<file path="config.mk">
export PLATFORM = sky130hd
export DESIGN_NAME = rc4_keystream_generator
export DESIGN_NICKNAME = d
export VERILOG_FILES = /design/src/rtl/rc4_pkg.sv /design/src/rtl/rc4_keystream_generator.sv
export SDC_FILE = /design/constraint.sdc
export NUM_CORES = 2
export LEC_CHECK = 0
export BUFFER_PORTS_ARGS = -buffer_cell sky130_fd_sc_hd__buf_2
export CAP_MARGIN = 20
export CELL_PAD_IN_SITES_DETAIL_PLACEMENT = 0
export CELL_PAD_IN_SITES_GLOBAL_PLACEMENT = 1
export CORE_MARGIN = 2
export CORE_UTILIZATION = 52
export DETAILED_ROUTE_END_ITERATION = 8
export PLACE_DENSITY = 0.77
export SETUP_SLACK_MARGIN = 0.3
export SKIP_CTS_REPAIR_TIMING = 1
export SKIP_LAST_GASP = 1
export SYNTH_ARGS = -nofsm -noshare
export SYNTH_HDL_FRONTEND = slang
export SYNTH_SLANG_ARGS = --single-unit
</file>
<file path="constraint.sdc">
create_clock -name clk -period 36.9 [get_ports clk]
set_input_delay 1.845 -clock clk [delete_from_list [all_inputs] [get_ports clk]]
set_output_delay 1.845 -clock clk [all_outputs]
set_load 0.1 [all_outputs]
</file>
<file path="src/rtl/rc4_pkg.sv">
// ----------------------------------------------------------------------------
// rc4_pkg
// Constants, control word layout and microcode table of the rc4 keystream
// generator.
// ----------------------------------------------------------------------------
package rc4_pkg;

    localparam int MAX_KEY_BYTES = 8;
    localparam int KEY_W         = 8 * MAX_KEY_BYTES;
    localparam int KIDX_W        = (MAX_KEY_BYTES > 1) ? $clog2(MAX_KEY_BYTES) : 1;
    localparam int LEN_W         = 4;
    localparam int CNT_W         = 4;
    localparam int BYTE_W        = 8;
    localparam int PERM_DEPTH    = 256;
    localparam int STEP_W        = 4;

    localparam logic [BYTE_W-1:0] POS_LAST = 8'd255;
    localparam logic [CNT_W-1:0]  MAX_RESULTS = 4'd8;

    // configuration register indexes
    localparam int CFG_IDX_W = 2;
    localparam logic [CFG_IDX_W-1:0] CFG_KEY_VALUE  = 2'd0;
    localparam logic [CFG_IDX_W-1:0] CFG_KEY_LENGTH = 2'd1;

    // program steps
    localparam logic [STEP_W-1:0] ST_IDLE  = 4'd0;
    localparam logic [STEP_W-1:0] ST_FILL  = 4'd1;
    localparam logic [STEP_W-1:0] ST_KS0   = 4'd2;
    localparam logic [STEP_W-1:0] ST_KS1   = 4'd3;
    localparam logic [STEP_W-1:0] ST_KS2   = 4'd4;
    localparam logic [STEP_W-1:0] ST_KS3   = 4'd5;
    localparam logic [STEP_W-1:0] ST_KSEND = 4'd6;
    localparam logic [STEP_W-1:0] ST_G0    = 4'd7;
    localparam logic [STEP_W-1:0] ST_G1    = 4'd8;
    localparam logic [STEP_W-1:0] ST_G2    = 4'd9;
    localparam logic [STEP_W-1:0] ST_G3    = 4'd10;
    localparam logic [STEP_W-1:0] ST_G4    = 4'd11;

    // read address select
    localparam logic [2:0] RA_POS   = 3'd0;
    localparam logic [2:0] RA_KSJ   = 3'd1;
    localparam logic [2:0] RA_INC_I = 3'd2;
    localparam logic [2:0] RA_GENJ  = 3'd3;
    localparam logic [2:0] RA_SUM   = 3'd4;

    // write address select
    localparam logic [1:0] WA_POS = 2'd0;
    localparam logic [1:0] WA_I   = 2'd1;
    localparam logic [1:0] WA_J   = 2'd2;

    // write data select
    localparam logic [1:0] WD_POS = 2'd0;
    localparam logic [1:0] WD_RD  = 2'd1;
    localparam logic [1:0] WD_A   = 2'd2;

    // j update
    localparam logic [1:0] JU_HOLD  = 2'd0;
    localparam logic [1:0] JU_CLEAR = 2'd1;
    localparam logic [1:0] JU_KS    = 2'd2;
    localparam logic [1:0] JU_GEN   = 2'd3;

    // sequencing conditions
    localparam logic [2:0] SQ_NEXT   = 3'd0;
    localparam logic [2:0] SQ_ACCEPT = 3'd1;
    localparam logic [2:0] SQ_POS    = 3'd2;
    localparam logic [2:0] SQ_COUNT  = 3'd3;
    localparam logic [2:0] SQ_EMIT   = 3'd4;

    typedef struct packed {
        logic [2:0]        rd_sel;
        logic              we;
        logic [1:0]        wa_sel;
        logic [1:0]        wd_sel;
        logic              ld_a;
        logic              ld_b;
        logic              ld_fwd;
        logic [1:0]        j_upd;
        logic              inc_i;
        logic              clr_i;
        logic              inc_pos;
        logic              step_k;
        logic              clr_k;
        logic              set_seeded;
        logic              emit;
        logic [2:0]        seq;
        logic [STEP_W-1:0] target;
    } uword_t;

    function automatic uword_t rc4_rom(input logic [STEP_W-1:0] step);
        uword_t w;
        w = '0;
        w.rd_sel = RA_POS;
        w.seq    = SQ_NEXT;
        w.target = ST_IDLE;
        unique case (step)
            ST_IDLE:
            begin
                w.seq = SQ_ACCEPT;
                w.target = ST_FILL;
            end
            ST_FILL:
            begin
                w.we = 1'b1;
                w.wa_sel = WA_POS;
                w.wd_sel = WD_POS;
                w.inc_pos = 1'b1;
                w.j_upd = JU_CLEAR;
                w.clr_k = 1'b1;
                w.seq = SQ_POS;
                w.target = ST_FILL;
            end
            ST_KS0:
            begin
                w.rd_sel = RA_POS;
            end
            ST_KS1:
            begin
                w.rd_sel = RA_KSJ;
                w.ld_a = 1'b1;
                w.j_upd = JU_KS;
            end
            ST_KS2:
            begin
                w.we = 1'b1;
                w.wa_sel = WA_POS;
                w.wd_sel = WD_RD;
            end
            ST_KS3:
            begin
                w.we = 1'b1;
                w.wa_sel = WA_J;
                w.wd_sel = WD_A;
                w.inc_pos = 1'b1;
                w.step_k = 1'b1;
                w.seq = SQ_POS;
                w.target = ST_KS0;
            end
            ST_KSEND:
            begin
                w.clr_i = 1'b1;
                w.j_upd = JU_CLEAR;
                w.set_seeded = 1'b1;
                w.seq = SQ_COUNT;
                w.target = ST_IDLE;
            end
            ST_G0:
            begin
                w.rd_sel = RA_INC_I;
                w.inc_i = 1'b1;
            end
            ST_G1:
            begin
                w.rd_sel = RA_GENJ;
                w.ld_a = 1'b1;
                w.j_upd = JU_GEN;
            end
            ST_G2:
            begin
                w.ld_b = 1'b1;
                w.we = 1'b1;
                w.wa_sel = WA_I;
                w.wd_sel = WD_RD;
            end
            ST_G3:
            begin
                w.we = 1'b1;
                w.wa_sel = WA_J;
                w.wd_sel = WD_A;
                w.rd_sel = RA_SUM;
                w.ld_fwd = 1'b1;
            end
            ST_G4:
            begin
                w.rd_sel = RA_SUM;
                w.emit = 1'b1;
                w.seq = SQ_EMIT;
                w.target = ST_G0;
            end
            default:
            begin
                w.seq = SQ_NEXT;
                w.target = ST_IDLE;
            end
        endcase
        return w;
    endfunction

endpackage

</file>
<file path="src/rtl/rc4_keystream_generator.sv">
// ----------------------------------------------------------------------------
// rc4_keystream_generator
// RC4 keystream byte generator run by a small microcoded sequencer over a
// 256 x 8 permutation memory with one read port and one write port.
// ----------------------------------------------------------------------------
// Usage:
//   cfg_*    : key bytes (index 0, byte 0 in bits 7:0) and key length
//              (index 1, 1..8). Write only while the block is idle.
//   s_axis_* : one request item: byte_count in tdata[3:0], reseed in tuser.
//   m_axis_* : one keystream byte per item in tdata, tlast on the last byte
//              of a request.
// Sequence, set by the microcode:
//   reseed: identity fill of all 256 entries, then the key schedule over all
//   256 positions and a closing step before the first byte starts.
//   each byte runs the index update, two reads, two writes and the output
//   lookup in turn; a request without reseed goes from idle straight to them.
//   The first request after reset always runs the key schedule.
// s_axis_tready is high only when the sequencer sits in its idle step; a new
// request may be taken while the last byte of the previous one still waits in
// the output register. A stalled receiver holds the sequencer in its output
// step until the byte is taken.
// Reset clears indices, seeded flag, counters and output valid; the
// permutation memory is not cleared and is always rebuilt before use.
// ----------------------------------------------------------------------------
module rc4_keystream_generator (
    input  logic                             clk,
    input  logic                             rst_n,
    input  logic                             cfg_we,
    input  logic [rc4_pkg::CFG_IDX_W-1:0]    cfg_index,
    input  logic [rc4_pkg::KEY_W-1:0]        cfg_data,
    input  logic                             s_axis_tvalid,
    output logic                             s_axis_tready,
    input  logic [7:0]                       s_axis_tdata,   // [3:0] byte_count, [7:4] zero
    input  logic                             s_axis_tuser,   // [0] reseed
    output logic                             m_axis_tvalid,
    input  logic                             m_axis_tready,
    output logic [7:0]                       m_axis_tdata,   // [7:0] random_byte
    output logic                             m_axis_tlast
);
    import rc4_pkg::*;

    // configuration
    logic [KEY_W-1:0]  key_reg;
    logic [LEN_W-1:0]  len_reg;

    // sequencer
    logic [STEP_W-1:0] upc_reg, upc_next;
    uword_t            uw;

    // datapath
    logic [BYTE_W-1:0] i_reg, i_next;
    logic [BYTE_W-1:0] j_reg, j_next;
    logic [BYTE_W-1:0] pos_reg, pos_next;
    logic [KIDX_W-1:0] k_reg, k_next;
    logic [BYTE_W-1:0] a_reg, a_next;
    logic [BYTE_W-1:0] b_reg, b_next;
    logic              fwd_reg, fwd_next;
    logic [CNT_W-1:0]  cnt_reg, cnt_next;
    logic              seeded_reg, seeded_next;

    // output register
    logic              ovalid_reg, ovalid_next;
    logic [BYTE_W-1:0] odata_reg, odata_next;
    logic              olast_reg, olast_next;

    // permutation memory
    logic [BYTE_W-1:0] perm_mem [PERM_DEPTH];
    logic [BYTE_W-1:0] rd_data_reg;
    logic [BYTE_W-1:0] rd_addr;
    logic [BYTE_W-1:0] wr_addr;
    logic [BYTE_W-1:0] wr_data;
    logic              wr_en;

    logic              accept;
    logic              emit_ok;
    logic [BYTE_W-1:0] key_byte;
    logic [BYTE_W-1:0] ks_j;
    logic [BYTE_W-1:0] gen_j;
    logic [BYTE_W-1:0] inc_i;
    logic [BYTE_W-1:0] sum_ab;
    logic [LEN_W-1:0]  key_len_eff;
    logic [LEN_W-1:0]  k_plus1;
    logic [CNT_W-1:0]  req_cnt;

    assign uw       = rc4_rom(upc_reg);
    assign accept   = s_axis_tvalid && s_axis_tready;
    assign emit_ok  = !ovalid_reg || m_axis_tready;
    assign key_byte = key_reg[{k_reg, 3'b000} +: BYTE_W];
    assign ks_j     = j_reg + rd_data_reg + key_byte;
    assign gen_j    = j_reg + rd_data_reg;
    assign inc_i    = i_reg + 8'd1;
    assign sum_ab   = a_reg + b_reg;
    assign k_plus1  = LEN_W'(k_reg) + 4'd1;
    assign req_cnt  = (s_axis_tdata[3:0] > MAX_RESULTS) ? MAX_RESULTS : s_axis_tdata[3:0];

    always_comb
    begin
        if (len_reg == '0)
            key_len_eff = 4'd1;
        else if (len_reg > LEN_W'(MAX_KEY_BYTES))
            key_len_eff = LEN_W'(MAX_KEY_BYTES);
        else
            key_len_eff = len_reg;
    end

    assign s_axis_tready = (upc_reg == ST_IDLE);
    assign m_axis_tvalid = ovalid_reg;
    assign m_axis_tdata  = odata_reg;
    assign m_axis_tlast  = olast_reg;

    // memory address and data selection
    always_comb
    begin
        unique case (uw.rd_sel)
            RA_KSJ:   rd_addr = ks_j;
            RA_INC_I: rd_addr = inc_i;
            RA_GENJ:  rd_addr = gen_j;
            RA_SUM:   rd_addr = sum_ab;
            default:  rd_addr = pos_reg;
        endcase
        unique case (uw.wa_sel)
            WA_I:    wr_addr = i_reg;
            WA_J:    wr_addr = j_reg;
            default: wr_addr = pos_reg;
        endcase
        unique case (uw.wd_sel)
            WD_RD:   wr_data = rd_data_reg;
            WD_A:    wr_data = a_reg;
            default: wr_data = pos_reg;
        endcase
        wr_en = uw.we;
    end

    always_ff @(posedge clk)
    begin
        if (wr_en)
            perm_mem[wr_addr] <= wr_data;
        rd_data_reg <= perm_mem[rd_addr];
    end

    // datapath and sequencer next state
    always_comb
    begin
        i_next      = i_reg;
        j_next      = j_reg;
        pos_next    = pos_reg;
        k_next      = k_reg;
        a_next      = a_reg;
        b_next      = b_reg;
        fwd_next    = fwd_reg;
        cnt_next    = cnt_reg;
        seeded_next = seeded_reg;
        ovalid_next = ovalid_reg;
        odata_next  = odata_reg;
        olast_next  = olast_reg;
        upc_next    = upc_reg + 4'd1;

        if (ovalid_reg && m_axis_tready)
            ovalid_next = 1'b0;

        if (uw.inc_i)
            i_next = inc_i;
        if (uw.clr_i)
            i_next = '0;
        if (uw.inc_pos)
            pos_next = pos_reg + 8'd1;
        if (uw.clr_k)
            k_next = '0;
        if (uw.step_k)
            k_next = (k_plus1 >= key_len_eff) ? '0 : k_plus1[KIDX_W-1:0];
        if (uw.ld_a)
            a_next = rd_data_reg;
        if (uw.ld_b)
            b_next = rd_data_reg;
        // sum read may hit the entry written in the same cycle
        if (uw.ld_fwd)
            fwd_next = (sum_ab == j_reg);
        if (uw.set_seeded)
            seeded_next = 1'b1;

        unique case (uw.j_upd)
            JU_CLEAR: j_next = '0;
            JU_KS:    j_next = ks_j;
            JU_GEN:   j_next = gen_j;
            default:  j_next = j_reg;
        endcase

        if (uw.emit && emit_ok)
        begin
            ovalid_next = 1'b1;
            odata_next  = fwd_reg ? a_reg : rd_data_reg;
            olast_next  = (cnt_reg == 4'd1);
            cnt_next    = cnt_reg - 4'd1;
        end

        unique case (uw.seq)
            SQ_ACCEPT:
            begin
                if (!accept)
                    upc_next = ST_IDLE;
                else
                begin
                    cnt_next = req_cnt;
                    if (s_axis_tuser || !seeded_reg)
                        upc_next = uw.target;
                    else if (req_cnt == '0)
                        upc_next = ST_IDLE;
                    else
                        upc_next = ST_G0;
                end
            end
            SQ_POS:
            begin
                if (pos_reg != POS_LAST)
                    upc_next = uw.target;
            end
            SQ_COUNT:
            begin
                if (cnt_reg == '0)
                    upc_next = uw.target;
            end
            SQ_EMIT:
            begin
                if (!emit_ok)
                    upc_next = upc_reg;
                else if (cnt_reg > 4'd1)
                    upc_next = uw.target;
                else
                    upc_next = ST_IDLE;
            end
            default:
            begin
                upc_next = upc_reg + 4'd1;
            end
        endcase
    end

    always_ff @(posedge clk or negedge rst_n)
    begin
        if (!rst_n)
        begin
            key_reg    <= '0;
            len_reg    <= LEN_W'(MAX_KEY_BYTES);
            upc_reg    <= ST_IDLE;
            i_reg      <= '0;
            j_reg      <= '0;
            pos_reg    <= '0;
            k_reg      <= '0;
            fwd_reg    <= 1'b0;
            cnt_reg    <= '0;
            seeded_reg <= 1'b0;
            ovalid_reg <= 1'b0;
        end
        else
        begin
            if (cfg_we && cfg_index == CFG_KEY_VALUE)
                key_reg <= cfg_data;
            if (cfg_we && cfg_index == CFG_KEY_LENGTH)
                len_reg <= cfg_data[LEN_W-1:0];
            upc_reg    <= upc_next;
            i_reg      <= i_next;
            j_reg      <= j_next;
            pos_reg    <= pos_next;
            k_reg      <= k_next;
            fwd_reg    <= fwd_next;
            cnt_reg    <= cnt_next;
            seeded_reg <= seeded_next;
            ovalid_reg <= ovalid_next;
        end
    end

    always_ff @(posedge clk)
    begin
        a_reg     <= a_next;
        b_reg     <= b_next;
        odata_reg <= odata_next;
        olast_reg <= olast_next;
    end

    // byte generation only ever runs on a built permutation
    a_gen_seeded: assert property (@(posedge clk) disable iff (!rst_n)
        (upc_reg >= ST_G0) |-> seeded_reg)
        else $error("byte generation without key schedule");

    // a run in progress always has bytes left
    a_gen_count: assert property (@(posedge clk) disable iff (!rst_n)
        (upc_reg >= ST_G0) |-> (cnt_reg != '0))
        else $error("byte generation with zero count");

    // the byte marked last ends the run
    a_last_idle: assert property (@(posedge clk) disable iff (!rst_n)
        (upc_reg == ST_G4 && emit_ok && cnt_reg == 4'd1) |=> (upc_reg == ST_IDLE))
        else $error("sequencer did not return to idle after last byte");

    // schedule counter is parked at zero between requests
    a_pos_idle: assert property (@(posedge clk) disable iff (!rst_n)
        (upc_reg == ST_IDLE) |-> (pos_reg == '0))
        else $error("position counter not parked at zero");

endmodule
</file>
---- Yosys cells after proc, flatten, opt, wreduce, memory -nomap -nowiden ----
Memory sizes are Yosys's and may differ from the RTL's. A register that Yosys moved wholly into a read port is not among the register bits.
Cells that the tools add are included.
storage, ports and cells
  memory bits (writable) .................. 2048
  input bits .............................. 80
  memories ................................ 1
  bits in registers ....................... 131
  word-level logic and storage cells ...... 123
  output and inout port bits .............. 11
memories
  memory    depth  bits a word  rd ports  clocked after Yosys merged registers in  wr ports  RTL line                       source
  perm_mem  256    8            1         1                                        1         rc4_keystream_generator.sv:67  logic [BYTE_W-1:0] perm_mem [PERM_DEPTH];
operators by class
  magnitude comparators ................... 4
  mux-type cells .......................... 41
  reductions and logical operators ........ 23
  equal/unequal tests ..................... 30
  add/sub/neg operators ................... 8
  shifts and indexed selects .............. 1
operators with widths
  cell                                                 number
  variable part select 64 x 7 -> 8 bit                 1
  2-to-1 mux 4 bit                                     12
  one-hot mux 7 bit (5 select lines)                   1
  one-hot mux 8 bit (2 select lines)                   2
  one-hot mux 8 bit (4 select lines)                   1
  adder 8 bit                                          3
  2-to-1 mux 8 bit                                     3
  one-hot mux 8 bit (3 select lines)                   1
  one-hot mux 5 bit (4 select lines)                   1
  adder 8 x 1 -> 8 bit, second input constant          2
  equality test 4 x 3 -> 1 bit, second input constant  4
  equality test 4 bit, second input constant           4
  zero test 4 bit                                      4
  one-hot mux 4 bit (4 select lines)                   1
  2-to-1 mux 1 bit                                     13
  equality test 3 x 2 -> 1 bit, second input constant  4
  2-to-1 mux 3 bit                                     4
  one-hot mux 3 bit (4 select lines)                   1
  OR reduction 2 bit                                   5
  equality test 2 x 1 -> 1 bit, second input constant  4
  equality test 2 bit, second input constant           4
  equality test 4 x 1 -> 1 bit, second input constant  2
  equality test 8 bit                                  1
  > comparator 4 bit, second input constant            2
  17 further kinds                                     27

---- Longest topological paths before layout ----
  depth in word-level cells ............... 7
  mapped depth ............................ 22
  depth with buffers taken out ............ 17

---- Least setup slack after synthesis ----
OpenSTA, ideal clock, no wires.
  kind .................................... reg-to-reg
  start point ............................. reg upc_reg[2]
  end point ............................... mem perm_mem[0][5], data pin
  clock period less this slack ............ 14.825 ns
  cell stages (with the launch flop) ...... 14
  arrival ................................. 12.638 ns
  path slack .............................. 22.075 ns
  path buffers ............................ 4
  required time ........................... 34.713 ns
  cell sequence ........................... dfrtp_1 clkbuf_1 buf_2 nor2b_1 nand2_1 nand2_1 inv_1 ha_1 o21ai_1 clkbuf_1 nand2_1 ha_1 clkbuf_1 o21ai_0
between the ends
  cells in the longest elaborated chain, start to end .. 5
ends and longest elaborated chain
  what                                                                        RTL line                        source
  start: declaration                                                          rc4_keystream_generator.sv:47   logic [STEP_W-1:0] upc_reg, upc_next;
  start signal: assignment                                                    rc4_keystream_generator.sv:260  upc_reg <= upc_next;
  equality test 4 bit / equality test 4 x 3 -> 1 bit (equally long branches)  rc4_pkg.sv:95                   unique case (step)
  OR reduction 2 bit (no line)                                                --
  one-hot mux 5 bit (4 select lines) (*)                                      rc4_pkg.sv:95
  equality test 2 bit / equality test 2 x 1 -> 1 bit (equally long branches)  rc4_keystream_generator.sv:126  unique case (uw.wd_sel)
  one-hot mux 8 bit (2 select lines) (*)                                      rc4_keystream_generator.sv:126
  named net wr_data[5]                                                        rc4_keystream_generator.sv:71   logic [BYTE_W-1:0] wr_data;
  end: declaration                                                            rc4_keystream_generator.sv:67
Mark *: on every way through the listed nets, which the timed path passes. The rest lies on a longest branch.

---- Worst setup path in the final report ----
  start point ............................. reg k_reg[0]
  end point ............................... reg rd_data_reg[0] (read register of perm_mem)
between the ends
  cells in the longest elaborated chain, start to end .. 3
ends and longest elaborated chain
  what                                  RTL line                        source
  start: declaration                    rc4_keystream_generator.sv:54   logic [KIDX_W-1:0] k_reg, k_next;
  start signal: assignment              rc4_keystream_generator.sv:264  k_reg <= k_next;
  variable part select 64 x 7 -> 8 bit  rc4_keystream_generator.sv:88   assign key_byte = key_reg[{k_reg, 3'b000} +: BYTE_W];
  adder 8 bit                           rc4_keystream_generator.sv:89   assign ks_j = j_reg + rd_data_reg + key_byte;
  one-hot mux 8 bit (4 select lines)    rc4_keystream_generator.sv:114  unique case (uw.rd_sel)
  end: declaration                      rc4_keystream_generator.sv:68   logic [BYTE_W-1:0] rd_data_reg;
Every way passes these cells.
A chain may end at the register's enable or synchronous reset.

==> metrics.yaml <==
synth:
  synth.distinct_cells: 83
  synthCells: 7082
  synthArstFlopShare: 0.0485
  synth_area_um2: 90700
  yosys_register_bits: 2187
  synth_fp_nets: 7205
  synth_flop_cell: "edfxtp_1"
  yosysWarnings: 0
  ys_seq_area_frac: 0.717
  syn_avg_cell_area_um2: 12.8
  synth-edff-count: 2073
power_and_ir_drop:
  power_uw: 9650
  swShare: 0.430
  peakVddDrop_uv: 104
  p_sw_uw: 4150
  combinationalPowerShare: 0.446
  internal-power_uw: 5500
  clkPwrFrac: 0.227
  cellPowerDensity_nw_per_um2: 96.4
  p_leak_uw: 0.0341
  seqPwrFrac: 0.327
outcome:
  outcome: "finished, final reports clean"
global_routing:
  grt_max_degree: 257
  grt_pass1_vias: 54612
  grt_pass1_wl_mm: 363
  antenna_found_initial: 8
  gr-total-overflow: 0
  grt_usage: 0.273
placed_design:
  place_ws_ns: 27.78
  io_buffers: 86
  hpwlAfterDp_mm: 137
  place_congestion: 0.845
sta:
  setup_slack_ns: 27.73
  finClkSkew_ns: 0.0394
  rsz0062_at_grt: "no"
  fmax_mhz: 109
  setup_tns_ns: 0
  worst_pin_slew_ns: 1.33
  finalCritPeriodShare: 0.249
  setup_viol: 0
  slew_headroom: 0.113
  hold_viol: 0
  post-route-min-period_ns: 9.17
  slew_violations: 0
worst_setup_path:
  worstSetupEndpointType: "register"
  arrival_ns: 9.88
  required_ns: 37.61
  critPathLaunchType: "register"
  crit_fanout: 141
  slowest_delay_ns: 0.71
  cp_num_buf_inv: 5
  path_cells: "mux4_2 > mux2_2 > ha_1 > fa_1 > mux2i_1 > nor2_1 > a2111oi_4 > nor2_4 > buf_12 > buf_4 > buf_4 > buf_4 > buf_4 > a311oi_1 > a311oi_1 > o21ai_0 > a32o_1 > a21oi_1 > and4b_1"
  critPathMostFrequentCell: "buf_4"
  critPathTopFamily: "buffers and inverters"
  crit_slowest_cell: "buf_4"
  criticalPathCategory: "register to register"
layout:
  multi_input_area_um2: 23500
  area_growth_pct: 10.3
  final_util: 0.576
  layout_common_cells: "2074 x nand2_1, 2073 x edfxtp_1, 531 x nand3_1"
  final_common_cell: "nand2_1"
  layout.area.seq_um2: 65100
  fillers: 13716
  largest_reg_flops: 2048
  drive_gt1_frac: 0.0911
  nets: 7124
floorplan:
  die_w_um: 422
  rows: 153
  start_util: 0.523
  ios: 91
  die_y_um: 422
  coreArea_um2: 174000
  die-area_um2: 178000
clock_tree:
  tritoncts: "yes"
  clk_path_buf_depth: 3
  cts_htree_levels: 4
  cts_root_buffer: "clkbuf_16"
  clkSinkCount: 2187
  clock_latency_ns: 0.88
  cts_buffers: 219
  clk_pin_slew_worst_paths_ns: 0.06
routing:
  drc: 0
  drt_iter0_drc: 7198
  post_drt_wl_per_cell_um: 26.0
  routed_wl_mm: 248
  num_vias: 58518
  final_antenna_net_count: 0
  via_per_inst: 6.15
  first_pass_iters: 6
flow_run:
  cap_violations: 0
min_path:
  hp-class: "register to register"
[metrics by stage]
stage               instances  hold WS (ns)  area [µm²]
floorplan                7082         0.436       90700
finish                   9515         0.469      100000
global route             9515         0.479      100000
global placement         9100         0.454       92900
detailed placement       9102         0.454       93000
CTS                      9509         0.474      100000
[path summary, 6_finish.rpt]
check	start	end	slack (ns)	cells after the start
setup reg to reg	k_reg[0]$_DFFE_PN0P_	rd_data_reg[0]$_DFF_P_	27.73	19
setup / recovery	k_reg[0]$_DFFE_PN0P_	rd_data_reg[0]$_DFF_P_	27.73	19
max in group asynchronous	rst_n	cnt_reg[0]$_DFF_PN0_	34.60	2
hold / removal	seeded_reg$_DFFE_PN0P_	seeded_reg$_DFFE_PN0P_	0.47	1
hold reg to reg	seeded_reg$_DFFE_PN0P_	seeded_reg$_DFFE_PN0P_	0.47	1
min in group asynchronous	rst_n	key_reg[12]$_DFFE_PN0P_	0.94	1
[layer usage]
layer | routed length [µm] | GRT usage
met1 | 102000 | 0.391
met5 | 0 | 0
met2 | 116000 | 0.426
met4 | 7760 | 0.0876
met3 | 21400 | 0.0478
[worst reg2reg max path, stage by stage, from the launching register on]
cell       delay (ns)
dfrtp_1          0.58
mux4_2           0.60
mux2_2           0.32
ha_1             0.22
fa_1             0.60
mux2i_1          0.09
nor2_1           0.19
a2111oi_4        0.08
nor2_4           0.51
buf_12           0.52
buf_4            0.76
buf_4            0.68
buf_4            0.73
buf_4            0.73
a311oi_1         0.25
a311oi_1         0.46
o21ai_0          0.34
a32o_1           0.35
a21oi_1          0.64
and4b_1          0.36
[synthesized netlist by cell type, types with 4 or more instances]
library cell | n | share of area
mux2_2 | 85 | 0.011
nand2_1 | 2074 | 0.086
nor4_1 | 15 | 0.0010
a22oi_1 | 29 | 0.0024
a311oi_1 | 369 | 0.036
or2_2 | 9 | 0.00062
a211oi_1 | 28 | 0.0023
xor2_1 | 19 | 0.0018
buf_1 | 29 | 0.0012
o311a_1 | 6 | 0.00066
edfxtp_1 | 2073 | 0.69
nor2_1 | 335 | 0.014
nand4_1 | 13 | 0.00090
xnor2_1 | 20 | 0.0019
a22o_1 | 4 | 0.00039
a311o_1 | 22 | 0.0024
o21bai_1 | 7 | 0.00058
and2_1 | 9 | 0.00062
nand3_1 | 531 | 0.029
o21ai_0 | 60 | 0.0033
buf_2 | 205 | 0.011
inv_1 | 18 | 0.00074
dfxtp_1 | 8 | 0.0018
a31oi_1 | 63 | 0.0043
o22ai_1 | 10 | 0.00069
mux2i_1 | 27 | 0.0030
nand3b_1 | 4 | 0.00033
a21o_1 | 19 | 0.0016
dfrtp_1 | 105 | 0.029
nor2b_1 | 7 | 0.00048
buf_4 | 49 | 0.0041
nor3_1 | 68 | 0.0038
o311ai_0 | 19 | 0.0018
o211ai_1 | 4 | 0.00033
ha_1 | 40 | 0.0055
or3_1 | 6 | 0.00041
mux4_2 | 28 | 0.0069
a21oi_1 | 69 | 0.0038
a32oi_1 | 4 | 0.00039
clkbuf_1 | 212 | 0.0088
a2111oi_0 | 8 | 0.00077
nand2b_1 | 12 | 0.00083
and3_1 | 295 | 0.020
[kinds of logic (layout without fill, tap and decap cells)]
logic type	after synthesis	count (layout)	synth area share
AO/OA/AOI/OAI	757	757	0.0657
XOR/XNOR	39	39	0.00376
adder cells (fa/ha/maj)	43	43	0.00618
buffers and inverters	517	622	0.0265
flip-flops	2187	2187	0.717
multiplexers	140	140	0.0205
other	0	3	0
AND/OR/NAND/NOR	3399	3399	0.160
[area by class of cell]
| class | count | area share |
|---|---|---|
| multi-input cells | 4378 | 0.234 |
| clock buffers | 267 | 0.0567 |
| well taps | 2325 | 0.0291 |
| clock inverters | 140 | 0.0141 |
| repair buffers | 197 | 0.0150 |
| diodes | 3 | 0.0000750 |
| inverters | 18 | 0.000675 |
| flip-flops and latches | 2187 | 0.650 |
[power groups by stage]
stage,clock [µW],sequential [µW],combinational (µW)
after global routing,2310,3160,4600
after CTS,2220,3150,4260
after floorplan,0,3380,2730
final,2190,3150,4300
after detailed placement,0,3200,4250
after global placement,0,3200,4190
Power figures use the tool's default switching activity.
